<file path="src/sv/rwmm_pkg.sv">
// shared types and constants for the ring window min/max block
`timescale 1ns / 1ps

package rwmm_pkg;

	localparam int MAX_DEPTH_DEF = 64;
	localparam int WIN_W         = 7;
	localparam int DATA_W        = 32;
	localparam int CMD_W         = 2;
	localparam int KIND_W        = 2;

	typedef enum logic [CMD_W-1:0] {
		CMD_PUSH    = 2'd0,
		CMD_MINMAX  = 2'd1,
		CMD_READOUT = 2'd2
	} cmd_t;

	typedef enum logic [KIND_W-1:0] {
		KIND_MINMAX = 2'd0,
		KIND_SAMPLE = 2'd1,
		KIND_EMPTY  = 2'd2
	} kind_t;

	typedef enum logic [2:0] {
		S_IDLE,
		S_MM_SCAN,
		S_MM_OUT,
		S_ERR_OUT,
		S_RO_ISSUE,
		S_RO_WAIT
	} state_t;

	typedef struct packed {
		logic push;
		logic start;
		logic issue;
		logic load_mm;
		logic load_err;
		logic load_sample;
	} dp_cmd_t;

	typedef struct packed {
		logic held_zero;
		logic rem_zero;
		logic scan_last;
		logic sel_last;
		logic out_free;
	} dp_sts_t;

endpackage

</file>
<file path="src/sv/rwmm_in_if.sv">
// input channel: command word with sample
`timescale 1ns / 1ps

interface rwmm_in_if
	import rwmm_pkg::*;
();
	logic                     valid;
	logic                     ready;
	logic [CMD_W-1:0]         command;
	logic signed [DATA_W-1:0] sample_value;

	modport source (output valid, output command, output sample_value, input ready);
	modport sink   (input valid, input command, input sample_value, output ready);
endinterface

</file>
<file path="src/sv/rwmm_out_if.sv">
// output channel: result word
`timescale 1ns / 1ps

interface rwmm_out_if
	import rwmm_pkg::*;
();
	logic                     valid;
	logic                     ready;
	logic [KIND_W-1:0]        result_kind;
	logic signed [DATA_W-1:0] first_value;
	logic signed [DATA_W-1:0] second_value;
	logic                     last_of_run;

	modport source (output valid, output result_kind, output first_value,
		output second_value, output last_of_run, input ready);
	modport sink   (input valid, input result_kind, input first_value,
		input second_value, input last_of_run, output ready);
endinterface

</file>
<file path="src/sv/ring_window_min_max_core.sv">
// Ring window min/max core. Keeps the last window_size samples (1 to MAX_DEPTH, clamped;
// writing the size empties the ring) in a ring memory with one write and one read port.
// A push leaves the core idle and ready for the next command. A min/max query walks the
// held samples one per cycle through the memory read port and then delivers one word,
// waiting while the output is stalled; on an empty ring it answers with an empty-kind
// word. A readout streams one word per cycle while the output is not stalled, oldest
// first, and delivers no word on an empty ring. Only one command is worked on at a time;
// a push is taken while an earlier result still waits at the output.
`timescale 1ns / 1ps

module ring_window_min_max_core
	import rwmm_pkg::*;
#(
	parameter int MAX_DEPTH = MAX_DEPTH_DEF
) (
	input  logic             clk,
	input  logic             arst_n,
	rwmm_in_if.sink          sample_ch,
	rwmm_out_if.source       result_ch,
	input  logic             cfg_wr_en,
	input  logic [WIN_W-1:0] cfg_wr_data
);

	dp_cmd_t cmd;
	dp_sts_t sts;

	rwmm_ctrl u_ctrl (
		.clk        (clk),
		.arst_n     (arst_n),
		.in_valid   (sample_ch.valid),
		.in_command (sample_ch.command),
		.in_ready   (sample_ch.ready),
		.sts        (sts),
		.cmd        (cmd)
	);

	rwmm_dp #(
		.MAX_DEPTH (MAX_DEPTH)
	) u_dp (
		.clk         (clk),
		.arst_n      (arst_n),
		.cfg_wr_en   (cfg_wr_en),
		.cfg_wr_data (cfg_wr_data),
		.sample      (sample_ch.sample_value),
		.cmd         (cmd),
		.sts         (sts),
		.out_ready   (result_ch.ready),
		.out_valid   (result_ch.valid),
		.out_kind    (result_ch.result_kind),
		.out_first   (result_ch.first_value),
		.out_second  (result_ch.second_value),
		.out_last    (result_ch.last_of_run)
	);

endmodule

</file>
<file path="src/sv/rwmm_dp.sv">
// datapath: ring memory, indexes, fill count, min/max accumulators, output register
`timescale 1ns / 1ps

module rwmm_dp
	import rwmm_pkg::*;
#(
	parameter int MAX_DEPTH = MAX_DEPTH_DEF
) (
	input  logic                     clk,
	input  logic                     arst_n,
	input  logic                     cfg_wr_en,
	input  logic [WIN_W-1:0]         cfg_wr_data,
	input  logic signed [DATA_W-1:0] sample,
	input  dp_cmd_t                  cmd,
	output dp_sts_t                  sts,
	input  logic                     out_ready,
	output logic                     out_valid,
	output logic [KIND_W-1:0]        out_kind,
	output logic signed [DATA_W-1:0] out_first,
	output logic signed [DATA_W-1:0] out_second,
	output logic                     out_last
);

	localparam int AW = $clog2(MAX_DEPTH);
	localparam int CW = $clog2(MAX_DEPTH + 1);

	logic [DATA_W-1:0] mem [MAX_DEPTH];

	logic [CW-1:0]            size_q;
	logic [AW-1:0]            wi_q;
	logic [CW-1:0]            fill_q;
	logic [AW-1:0]            ptr_q;
	logic [CW-1:0]            rem_q;
	logic                     first_q;
	logic                     vld_s1;
	logic                     first_s1;
	logic                     last_s1;
	logic signed [DATA_W-1:0] mem_s1;
	logic signed [DATA_W-1:0] mn_q;
	logic signed [DATA_W-1:0] mx_q;

	logic                     ovalid_q;
	kind_t                    kind_q;
	logic signed [DATA_W-1:0] first_val_q;
	logic signed [DATA_W-1:0] second_val_q;
	logic                     last_q;

	logic [CW-1:0] eff_size;
	logic [CW:0]   oldest_sum;
	logic [AW-1:0] oldest;
	logic [CW-1:0] wi_inc;
	logic [AW-1:0] wi_next;
	logic [CW-1:0] ptr_inc;
	logic [AW-1:0] ptr_next;
	logic          out_free;

	// window size clamp to 1..MAX_DEPTH
	always_comb begin
		priority if (cfg_wr_data == '0) begin
			eff_size = CW'(1);
		end else if (cfg_wr_data > WIN_W'(MAX_DEPTH)) begin
			eff_size = CW'(MAX_DEPTH);
		end else begin
			eff_size = CW'(cfg_wr_data);
		end
	end

	always_comb begin
		if (CW'(wi_q) >= fill_q) begin
			oldest_sum = (CW+1)'(CW'(wi_q) - fill_q);
		end else begin
			oldest_sum = (CW+1)'(wi_q) + (CW+1)'(size_q) - (CW+1)'(fill_q);
		end
		oldest  = oldest_sum[AW-1:0];
		wi_inc  = CW'(wi_q) + CW'(1);
		wi_next = (wi_inc == size_q) ? '0 : wi_inc[AW-1:0];
		ptr_inc  = CW'(ptr_q) + CW'(1);
		ptr_next = (ptr_inc == size_q) ? '0 : ptr_inc[AW-1:0];
	end

	// ring memory
	always_ff @(posedge clk) begin
		if (cmd.push) begin
			mem[wi_q] <= sample;
		end
		if (cmd.issue) begin
			mem_s1 <= mem[ptr_q];
		end
	end

	always_ff @(posedge clk or negedge arst_n) begin
		if (!arst_n) begin
			size_q <= CW'(MAX_DEPTH);
			wi_q   <= '0;
			fill_q <= '0;
		end else if (cfg_wr_en) begin
			size_q <= eff_size;
			wi_q   <= '0;
			fill_q <= '0;
		end else if (cmd.push) begin
			wi_q <= wi_next;
			if (fill_q < size_q) begin
				fill_q <= fill_q + CW'(1);
			end
		end
	end

	// scan pointer and remaining count
	always_ff @(posedge clk or negedge arst_n) begin
		if (!arst_n) begin
			ptr_q    <= '0;
			rem_q    <= '0;
			first_q  <= 1'b0;
			vld_s1   <= 1'b0;
			first_s1 <= 1'b0;
			last_s1  <= 1'b0;
		end else begin
			vld_s1 <= cmd.issue;
			if (cmd.start) begin
				ptr_q   <= oldest;
				rem_q   <= fill_q;
				first_q <= 1'b1;
			end else if (cmd.issue) begin
				ptr_q    <= ptr_next;
				rem_q    <= rem_q - CW'(1);
				first_q  <= 1'b0;
				first_s1 <= first_q;
				last_s1  <= (rem_q == CW'(1));
			end
		end
	end

	always_ff @(posedge clk) begin
		if (vld_s1) begin
			if (first_s1 || (mem_s1 < mn_q)) begin
				mn_q <= mem_s1;
			end
			if (first_s1 || (mem_s1 > mx_q)) begin
				mx_q <= mem_s1;
			end
		end
	end

	assign out_free = !ovalid_q || out_ready;

	// output word register
	always_ff @(posedge clk or negedge arst_n) begin
		if (!arst_n) begin
			ovalid_q <= 1'b0;
		end else if (cmd.load_mm || cmd.load_err || cmd.load_sample) begin
			ovalid_q <= 1'b1;
		end else if (out_ready) begin
			ovalid_q <= 1'b0;
		end
	end

	always_ff @(posedge clk) begin
		priority if (cmd.load_mm) begin
			kind_q       <= KIND_MINMAX;
			first_val_q  <= mn_q;
			second_val_q <= mx_q;
			last_q       <= 1'b1;
		end else if (cmd.load_err) begin
			kind_q       <= KIND_EMPTY;
			first_val_q  <= '0;
			second_val_q <= '0;
			last_q       <= 1'b1;
		end else if (cmd.load_sample) begin
			kind_q       <= KIND_SAMPLE;
			first_val_q  <= mem_s1;
			second_val_q <= '0;
			last_q       <= last_s1;
		end else begin
			kind_q       <= kind_q;
		end
	end

	assign out_valid  = ovalid_q;
	assign out_kind   = kind_q;
	assign out_first  = first_val_q;
	assign out_second = second_val_q;
	assign out_last   = last_q;

	assign sts.held_zero = (fill_q == '0);
	assign sts.rem_zero  = (rem_q == '0);
	assign sts.scan_last = vld_s1 && last_s1;
	assign sts.sel_last  = last_s1;
	assign sts.out_free  = out_free;

`ifndef NO_ASSERTIONS
	a_fill_bound: assert property (@(posedge clk) disable iff (!arst_n)
		fill_q <= size_q)
		else $error("fill count above window size");
	a_wi_bound: assert property (@(posedge clk) disable iff (!arst_n)
		CW'(wi_q) < size_q)
		else $error("write index outside window");
	a_no_underflow: assert property (@(posedge clk) disable iff (!arst_n)
		cmd.issue |-> rem_q != '0)
		else $error("read issued with nothing left to scan");
	a_fill_grow: assert property (@(posedge clk) disable iff (!arst_n)
		cmd.push && !cfg_wr_en && (fill_q < size_q) |=> fill_q == $past(fill_q) + CW'(1))
		else $error("push did not grow fill count");
`endif

endmodule

</file>
<file path="src/sv/rwmm_ctrl.sv">
// controller state machine: command decode and scan/readout sequencing
`timescale 1ns / 1ps

module rwmm_ctrl
	import rwmm_pkg::*;
(
	input  logic             clk,
	input  logic             arst_n,
	input  logic             in_valid,
	input  logic [CMD_W-1:0] in_command,
	output logic             in_ready,
	input  dp_sts_t          sts,
	output dp_cmd_t          cmd
);

	state_t state_q;
	state_t state_next;

	always_ff @(posedge clk or negedge arst_n) begin
		if (!arst_n) begin
			state_q <= S_IDLE;
		end else begin
			state_q <= state_next;
		end
	end

	// next state
	always_comb begin
		state_next = state_q;
		unique case (state_q)
			S_IDLE: begin
				if (in_valid) begin
					unique case (in_command)
						CMD_MINMAX:  state_next = sts.held_zero ? S_ERR_OUT : S_MM_SCAN;
						CMD_READOUT: state_next = sts.held_zero ? S_IDLE : S_RO_ISSUE;
						default:     state_next = S_IDLE;
					endcase
				end
			end
			S_MM_SCAN: begin
				if (sts.scan_last) begin
					state_next = S_MM_OUT;
				end
			end
			S_MM_OUT, S_ERR_OUT: begin
				if (sts.out_free) begin
					state_next = S_IDLE;
				end
			end
			S_RO_ISSUE: state_next = S_RO_WAIT;
			S_RO_WAIT: begin
				if (sts.out_free && sts.sel_last) begin
					state_next = S_IDLE;
				end
			end
			default: state_next = S_IDLE;
		endcase
	end

	// outputs
	always_comb begin
		cmd      = '0;
		in_ready = 1'b0;
		unique case (state_q)
			S_IDLE: begin
				in_ready = 1'b1;
				if (in_valid) begin
					unique case (in_command)
						CMD_PUSH:    cmd.push  = 1'b1;
						CMD_MINMAX:  cmd.start = !sts.held_zero;
						CMD_READOUT: cmd.start = !sts.held_zero;
						default:     cmd.push  = 1'b0;
					endcase
				end
			end
			S_MM_SCAN:  cmd.issue    = !sts.rem_zero;
			S_MM_OUT:   cmd.load_mm  = sts.out_free;
			S_ERR_OUT:  cmd.load_err = sts.out_free;
			S_RO_ISSUE: cmd.issue    = 1'b1;
			S_RO_WAIT: begin
				cmd.load_sample = sts.out_free;
				cmd.issue       = sts.out_free && !sts.sel_last;
			end
			default: cmd = '0;
		endcase
	end

`ifndef NO_ASSERTIONS
	a_push_idle: assert property (@(posedge clk) disable iff (!arst_n)
		cmd.push |-> in_valid && in_ready)
		else $error("push outside an accepted word");
	a_one_load: assert property (@(posedge clk) disable iff (!arst_n)
		$onehot0({cmd.load_mm, cmd.load_err, cmd.load_sample}))
		else $error("more than one output load");
	a_scan_exit: assert property (@(posedge clk) disable iff (!arst_n)
		state_q == S_MM_SCAN && sts.scan_last |=> state_q == S_MM_OUT)
		else $error("scan end missed");
`endif

endmodule
</file>
<file path="src/flat_wrapper.sv">
// flat-port wrapper written by rule: the top's interface ports become plain ports
module ring_window_min_max_core_flat import rwmm_pkg::*;
#(
	parameter int MAX_DEPTH = MAX_DEPTH_DEF
)
  (clk, arst_n, cfg_wr_en, cfg_wr_data, sample_ch_valid, sample_ch_command, sample_ch_sample_value, sample_ch_ready, result_ch_valid, result_ch_result_kind, result_ch_first_value, result_ch_second_value, result_ch_last_of_run, result_ch_ready);
  rwmm_in_if sample_ch_i ();
  rwmm_out_if result_ch_i ();
  input  logic clk;
  input  logic arst_n;
  input  logic cfg_wr_en;
  input  logic [WIN_W-1:0] cfg_wr_data;
  input wire logic [$bits(sample_ch_i.valid)-1:0] sample_ch_valid;
  input wire logic [$bits(sample_ch_i.command)-1:0] sample_ch_command;
  input wire logic [$bits(sample_ch_i.sample_value)-1:0] sample_ch_sample_value;
  output wire logic [$bits(sample_ch_i.ready)-1:0] sample_ch_ready;
  output wire logic [$bits(result_ch_i.valid)-1:0] result_ch_valid;
  output wire logic [$bits(result_ch_i.result_kind)-1:0] result_ch_result_kind;
  output wire logic [$bits(result_ch_i.first_value)-1:0] result_ch_first_value;
  output wire logic [$bits(result_ch_i.second_value)-1:0] result_ch_second_value;
  output wire logic [$bits(result_ch_i.last_of_run)-1:0] result_ch_last_of_run;
  input wire logic [$bits(result_ch_i.ready)-1:0] result_ch_ready;
  assign sample_ch_i.valid = sample_ch_valid;
  assign sample_ch_i.command = sample_ch_command;
  assign sample_ch_i.sample_value = sample_ch_sample_value;
  assign sample_ch_ready = sample_ch_i.ready;
  assign result_ch_valid = result_ch_i.valid;
  assign result_ch_result_kind = result_ch_i.result_kind;
  assign result_ch_first_value = result_ch_i.first_value;
  assign result_ch_second_value = result_ch_i.second_value;
  assign result_ch_last_of_run = result_ch_i.last_of_run;
  assign result_ch_i.ready = result_ch_ready;
  ring_window_min_max_core #(.MAX_DEPTH(MAX_DEPTH)) u_core (.clk(clk), .arst_n(arst_n), .sample_ch(sample_ch_i), .result_ch(result_ch_i), .cfg_wr_en(cfg_wr_en), .cfg_wr_data(cfg_wr_data));
endmodule
</file>
<file path="config.mk">
export PLATFORM = sky130hd
export DESIGN_NAME = ring_window_min_max_core_flat
export DESIGN_NICKNAME = d
export VERILOG_FILES = /design/src/sv/rwmm_pkg.sv /design/src/sv/rwmm_in_if.sv /design/src/sv/rwmm_out_if.sv /design/src/sv/ring_window_min_max_core.sv /design/src/sv/rwmm_dp.sv /design/src/sv/rwmm_ctrl.sv /design/src/flat_wrapper.sv
export SDC_FILE = /design/constraint.sdc
export NUM_CORES = 2
export LEC_CHECK = 0
export ABC_AREA = 1
export BUFFER_PORTS_ARGS = -buffer_cell sky130_fd_sc_hd__buf_2
export CORE_ASPECT_RATIO = 0.7
export CORE_MARGIN = 8
export CORE_UTILIZATION = 41
export DETAILED_ROUTE_END_ITERATION = 12
export PLACE_DENSITY = 0.63
export SYNTH_ARGS = -nofsm -noshare
export SYNTH_HDL_FRONTEND = slang
export SYNTH_SLANG_ARGS = --single-unit
export TNS_END_PERCENT = 5
</file>
<file path="constraint.sdc">
create_clock -name clk -period 10.75 [get_ports clk]
set_clock_uncertainty 0.15 [all_clocks]
set_input_delay 1.6125 -clock clk [delete_from_list [all_inputs] [get_ports clk]]
set_output_delay 1.6125 -clock clk [all_outputs]
set_load 0.05 [all_outputs]
</file>
== Word-level counts from Yosys, hierarchy flattened ==
Memories as Yosys holds them, arrays and structs flattened. A register that Yosys moved wholly into a read port is not among the register bits.
Cells that the tools add are included.
W data, S select, Z words.
Cells by class
  bitwise logic cells: 1
  order comparisons: 5
  $add $sub $neg: 7
  muxes and demuxes: 45
  reductions and logical operators: 31
  equality and inequality tests: 14
Operator list (count)
  $mux W32: 6
  $mux W7: 7
  $mux W6: 7
  $gt A32 B32 Y1: 1
  $lt A32 B32 Y1: 1
  $logic_not A7 Y1: 3
  $mux W3: 5
  $pmux W3 S5: 1
  $add A6 B1 Y7 const B: 2
  $eq A7 B7 Y1: 2
  $mux W1: 12
  $sub A6 B6 Y6: 2
  $mux W2: 5
  $reduce_bool A2 Y1: 5
  $reduce_and A2 Y1: 4
  $add A7 B1 Y7 const B: 1
  $eq A7 B1 Y1 const B: 1
  $ge A6 B7 Y1: 1
  $gt A7 B7 Y1 const B: 1
  $lt A7 B7 Y1: 1
  $sub A7 B1 Y7 const B: 1
  $add A6 B6 Y6: 1
  $eq A3 B2 Y1 const B: 2
  $eq A3 B3 Y1 const B: 2
  other kinds (16): 29
Storage, ports and cells
  RAM bits: 2048
  input port bits: 46
  output and inout bits: 69
  memories: 1
  word-level logic and storage cells: 122
  register bits after elaboration: 172
Memory list
  u_core.u_dp.mem: depth 64, width 32, rd ports 1, clocked after Yosys merged registers in 1, write ports 1, RTL line rwmm_dp.sv:27  | logic [DATA_W-1:0] mem [MAX_DEPTH];

== Longest topological paths before layout ==
  word-level depth: 7
  mapped depth: 17
  gate-level depth less buffers: 17

== Modules after synthesis ==
From an unflattened synthesis, not the netlist that was laid out.
Unflattened totals
  cells, all modules: 6925
  area, all modules: 91321.3 um^2
By module, submodules not included
  rwmm_dp: area an instance 90946.0 um^2, cells an instance 6868, times used 1
  rwmm_ctrl: area an instance 375.4 um^2, cells an instance 57, times used 1

== Worst setup path before layout ==
No wires, ideal clock.
  path type: input to register
  start: in sample_ch_command[1]
  end: mem u_core.u_dp.mem[0][0] (enable)
  stages: 6
  arrival: 3.740 ns
  slack: 6.439 ns
  buffers on the path: 0
  data required time: 10.179 ns
  cells stage by stage: inv_1 ha_1 nand2_1 nor2_1 nand3_1 nor2_1
Between the ends
  cells in the longest elaborated chain, start to end: 6
RTL lines
  start, declared: RTL line flat_wrapper.sv:14  | input wire logic [$bits(sample_ch_i.command)-1:0] sample_ch_command;
  $logic_not A2 Y1: RTL line rwmm_ctrl.sv:68  | unique case (in_command)
  $mux W1: RTL line rwmm_ctrl.sv:68
  $mux W2: RTL line rwmm_ctrl.sv:67  | if (in_valid) begin
  $mux W2: RTL line rwmm_ctrl.sv:64  | unique case (state_q)
  $mux W1: RTL line rwmm_dp.sv:83  | if (cmd.push) begin
  $mux W1 (implied by the code): RTL line rwmm_dp.sv:84  | mem[wi_q] <= sample;
  end, declared: RTL line rwmm_dp.sv:27
Every way passes these cells.

==> out/summary.txt <==
CTS H-tree lvls - 4
total number of vias - 57,761
final instance area - 0.1010 mm2
Syn Inst Count - 6,864
antenna-violating nets left - 0
Post-synth ARST share - 0.01821
Fmax - 0.2067 GHz
top cells by count, synth - edfxtp_1 (2,208), nand2_1 (1,270), nor2_1 (693)
min-delay src - u_core.u_dp.out_kind[0]
smallest hold slack - 0.3348 ns
Die Area - 0.2375 mm2
TritonCTS Sinks - 2,252
most common cell in the netlist - edfxtp_1
Post-synth EDFFs - 2,208
Pwr Total - 25,870 uW
Setup Fix Bufs, Post-CTS - 0
Mapped Nets - 7,006
root buffer cell - clkbuf_16
Setup TNS Final - 0 ns
post-DP HPWL - 153,800 um
Placed Cells - 9,603
max-slew violations - 0
Clock Tree Buf Depth - 4
core area - 0.2204 mm2
PortBufs - 114
Fill cells - 19,221
syn_area_per_cell - 13.26 um2
crit start category - register
drt via density - 5.795
Setup crit start - u_core.u_dp.ptr_q[0]
area grow syn2layout - 11.03%
CTS clock-pin slew for the worst setup and hold paths - 0.07 ns
CP endpoint kind - register
top_reg_cell synth - edfxtp_1
Post-DP Area - 0.09467 mm2
Post-Syn Area - 0.09101 mm2
Ports - 115
fin crit share - 0.4501
Yosys top cell area share - 0.7285
status - finished clean
Slew HR - 0.09279
final-report setup violation count - 0
library cells used by synthesis - 49
global-route usage over all layers - 0.2166
number of buffers created by CTS - 204
Initial DRC Count - 8,928
Post-CTS Hold Buffers - 0
die width - 579.1 um
Slew @ Worst Pin - 1.358 ns
Die Ht - 410.2 um
gr ovfl total - 0
peak supply drop - 0.0001867 V
first-pass GRT wire length - 384,000 um
arrival time worst endpoint - 5.39 ns
PostCTS Resize Cnt - 0
initial core utilization - 0.4130
Yosys reg bits - 2,252
WL/cell - 26.72 um
final RePlAce weighted congestion - 0.8515
Multi-input gate area - 0.02146 mm2
final std cells w/o fill - 9,967
drt pass-1 iters - 8
unrepaired setup endpoints after global routing - false
register area share after synthesis - 0.7405
synth top area cells - edfxtp_1 (73%), nand2_1 (5.2%), o21ai_0 (3.6%)
Register Area - 0.06741 mm2
CTS tree - built
leakage dissipation - 0.03466 uW
Layout Nets - 7,031
critical path class - register to register
Synth Warn # - 0
worst-path fanout max - 68
DRC viols - 0
Max-Cap Viols - 0
vias in the first global route - 53,752
worst skew pair latency - 0.86 ns
aggregate routed wire length - 266,300 um
layout cell share with drive strength beyond 1 - 0.08580
Final min period - 4.839 ns
initial antenna violation count - 11
R2R Path Start - u_core.u_dp.ptr_q[0]
PwrDens - 256.0 mW/mm2
Final Hold Fails - 0
std cell rows - 144
largest net degree at the start of global routing - 178
Synth area leader - edfxtp_1
HP Class - register to register
CP required - 11.30 ns
[where the power goes]
group / switching, uW / internal [uW]
registers: 363 / 10100
clock network: 3200 / 3950
logic: 6140 / 2120
[registers in the layout (all words and copies together), names as in the netlist, 2 cells and up]
name                    cells
u_core.u_ctrl.state_q       3
u_core.u_dp.fill_q          7
u_core.u_dp.mem          2048
u_core.u_dp.mem_s1         32
u_core.u_dp.mn_q           32
u_core.u_dp.mx_q           32
u_core.u_dp.out_first      32
u_core.u_dp.out_kind        2
u_core.u_dp.out_second     32
u_core.u_dp.ptr_q           6
u_core.u_dp.rem_q           7
u_core.u_dp.size_q          7
u_core.u_dp.wi_q            6
[path summary, 6_finish.rpt]
path / endpoint / slack [ns] / cells after the start
max in group asynchronous: u_core.u_dp.ptr_q[4] / 8.81 / 1
setup reg to reg: u_core.u_dp.mem_s1[17] / 5.91 / 9
setup / recovery: u_core.u_dp.mem_s1[17] / 5.91 / 9
min in group asynchronous: u_core.u_dp.ptr_q[3] / 0.84 / 1
hold / removal: u_core.u_dp.out_kind[0] / 0.33 / 2
hold reg to reg: u_core.u_dp.out_kind[0] / 0.33 / 2
[logic make-up after synthesis]
family | after synthesis | synth area share
adders and majority gates | 96 | 0.01369
muxes | 246 | 0.02706
buffers and inverters | 555 | 0.02937
DFF | 2252 | 0.7405
AOI/OAI and AO/OA | 1555 | 0.09566
xor gates and xnor gates | 28 | 0.002777
and+or+nand+nor | 2132 | 0.09096
[critical path, cell delays in order (launching register included)]
cell,delay [ns]
dfrtp_4,0.71
buf_4,0.75
buf_4,0.71
buf_4,0.76
o21ai_0,0.20
o22ai_1,0.33
a21oi_1,0.18
o21ai_1,0.31
nand2_1,0.24
nand2_1,0.16
[stage by stage]
step / setup slack, ns / utilization
after global placement: 5.528 / 0.4296
after detailed placement: 5.546 / 0.4296
after CTS: 6.031 / 0.4585
after global routing: 5.708 / 0.4585
after floorplan: 6.439 / -
final: 5.911 / 0.4586
[metal layers]
metal	wire length (um)	global-route usage	vias to the layer above
li1	-	-	25157
met4	6253	0.05123	2
met5	13	0	-
met1	116400	0.3360	28977
met2	112500	0.3069	3286
met3	31140	0.04975	339
[final cells by class]
type	instances	area share
Inverter	147	0.005733
Tap cell	2920	0.03616
Antenna cell	7	0.0001734
Clock buffer	251	0.05329
Sequential cell	2252	0.6671
Multi-Input combinational cell	4057	0.2124
Clock inverter	106	0.009633
Timing Repair Buffer	227	0.01553
[cell usage in the layout (no fill, tap or decap), drive strengths merged, types with 7 or more instances in the layout]
master / count
edfxtp: 2208
nand2: 1271
o21ai: 721
nor2: 700
a21oi: 357
o22ai: 270
clkbuf: 251
mux2i: 246
buf: 227
o211ai: 188
inv: 147
nand3: 139
ha: 90
clkinv: 84
dfrtp: 40
xor2: 20
bufinv: 17
xnor2: 8
diode: 7
nand4: 7
No activity file was read; power rests on OpenSTA's default activity.
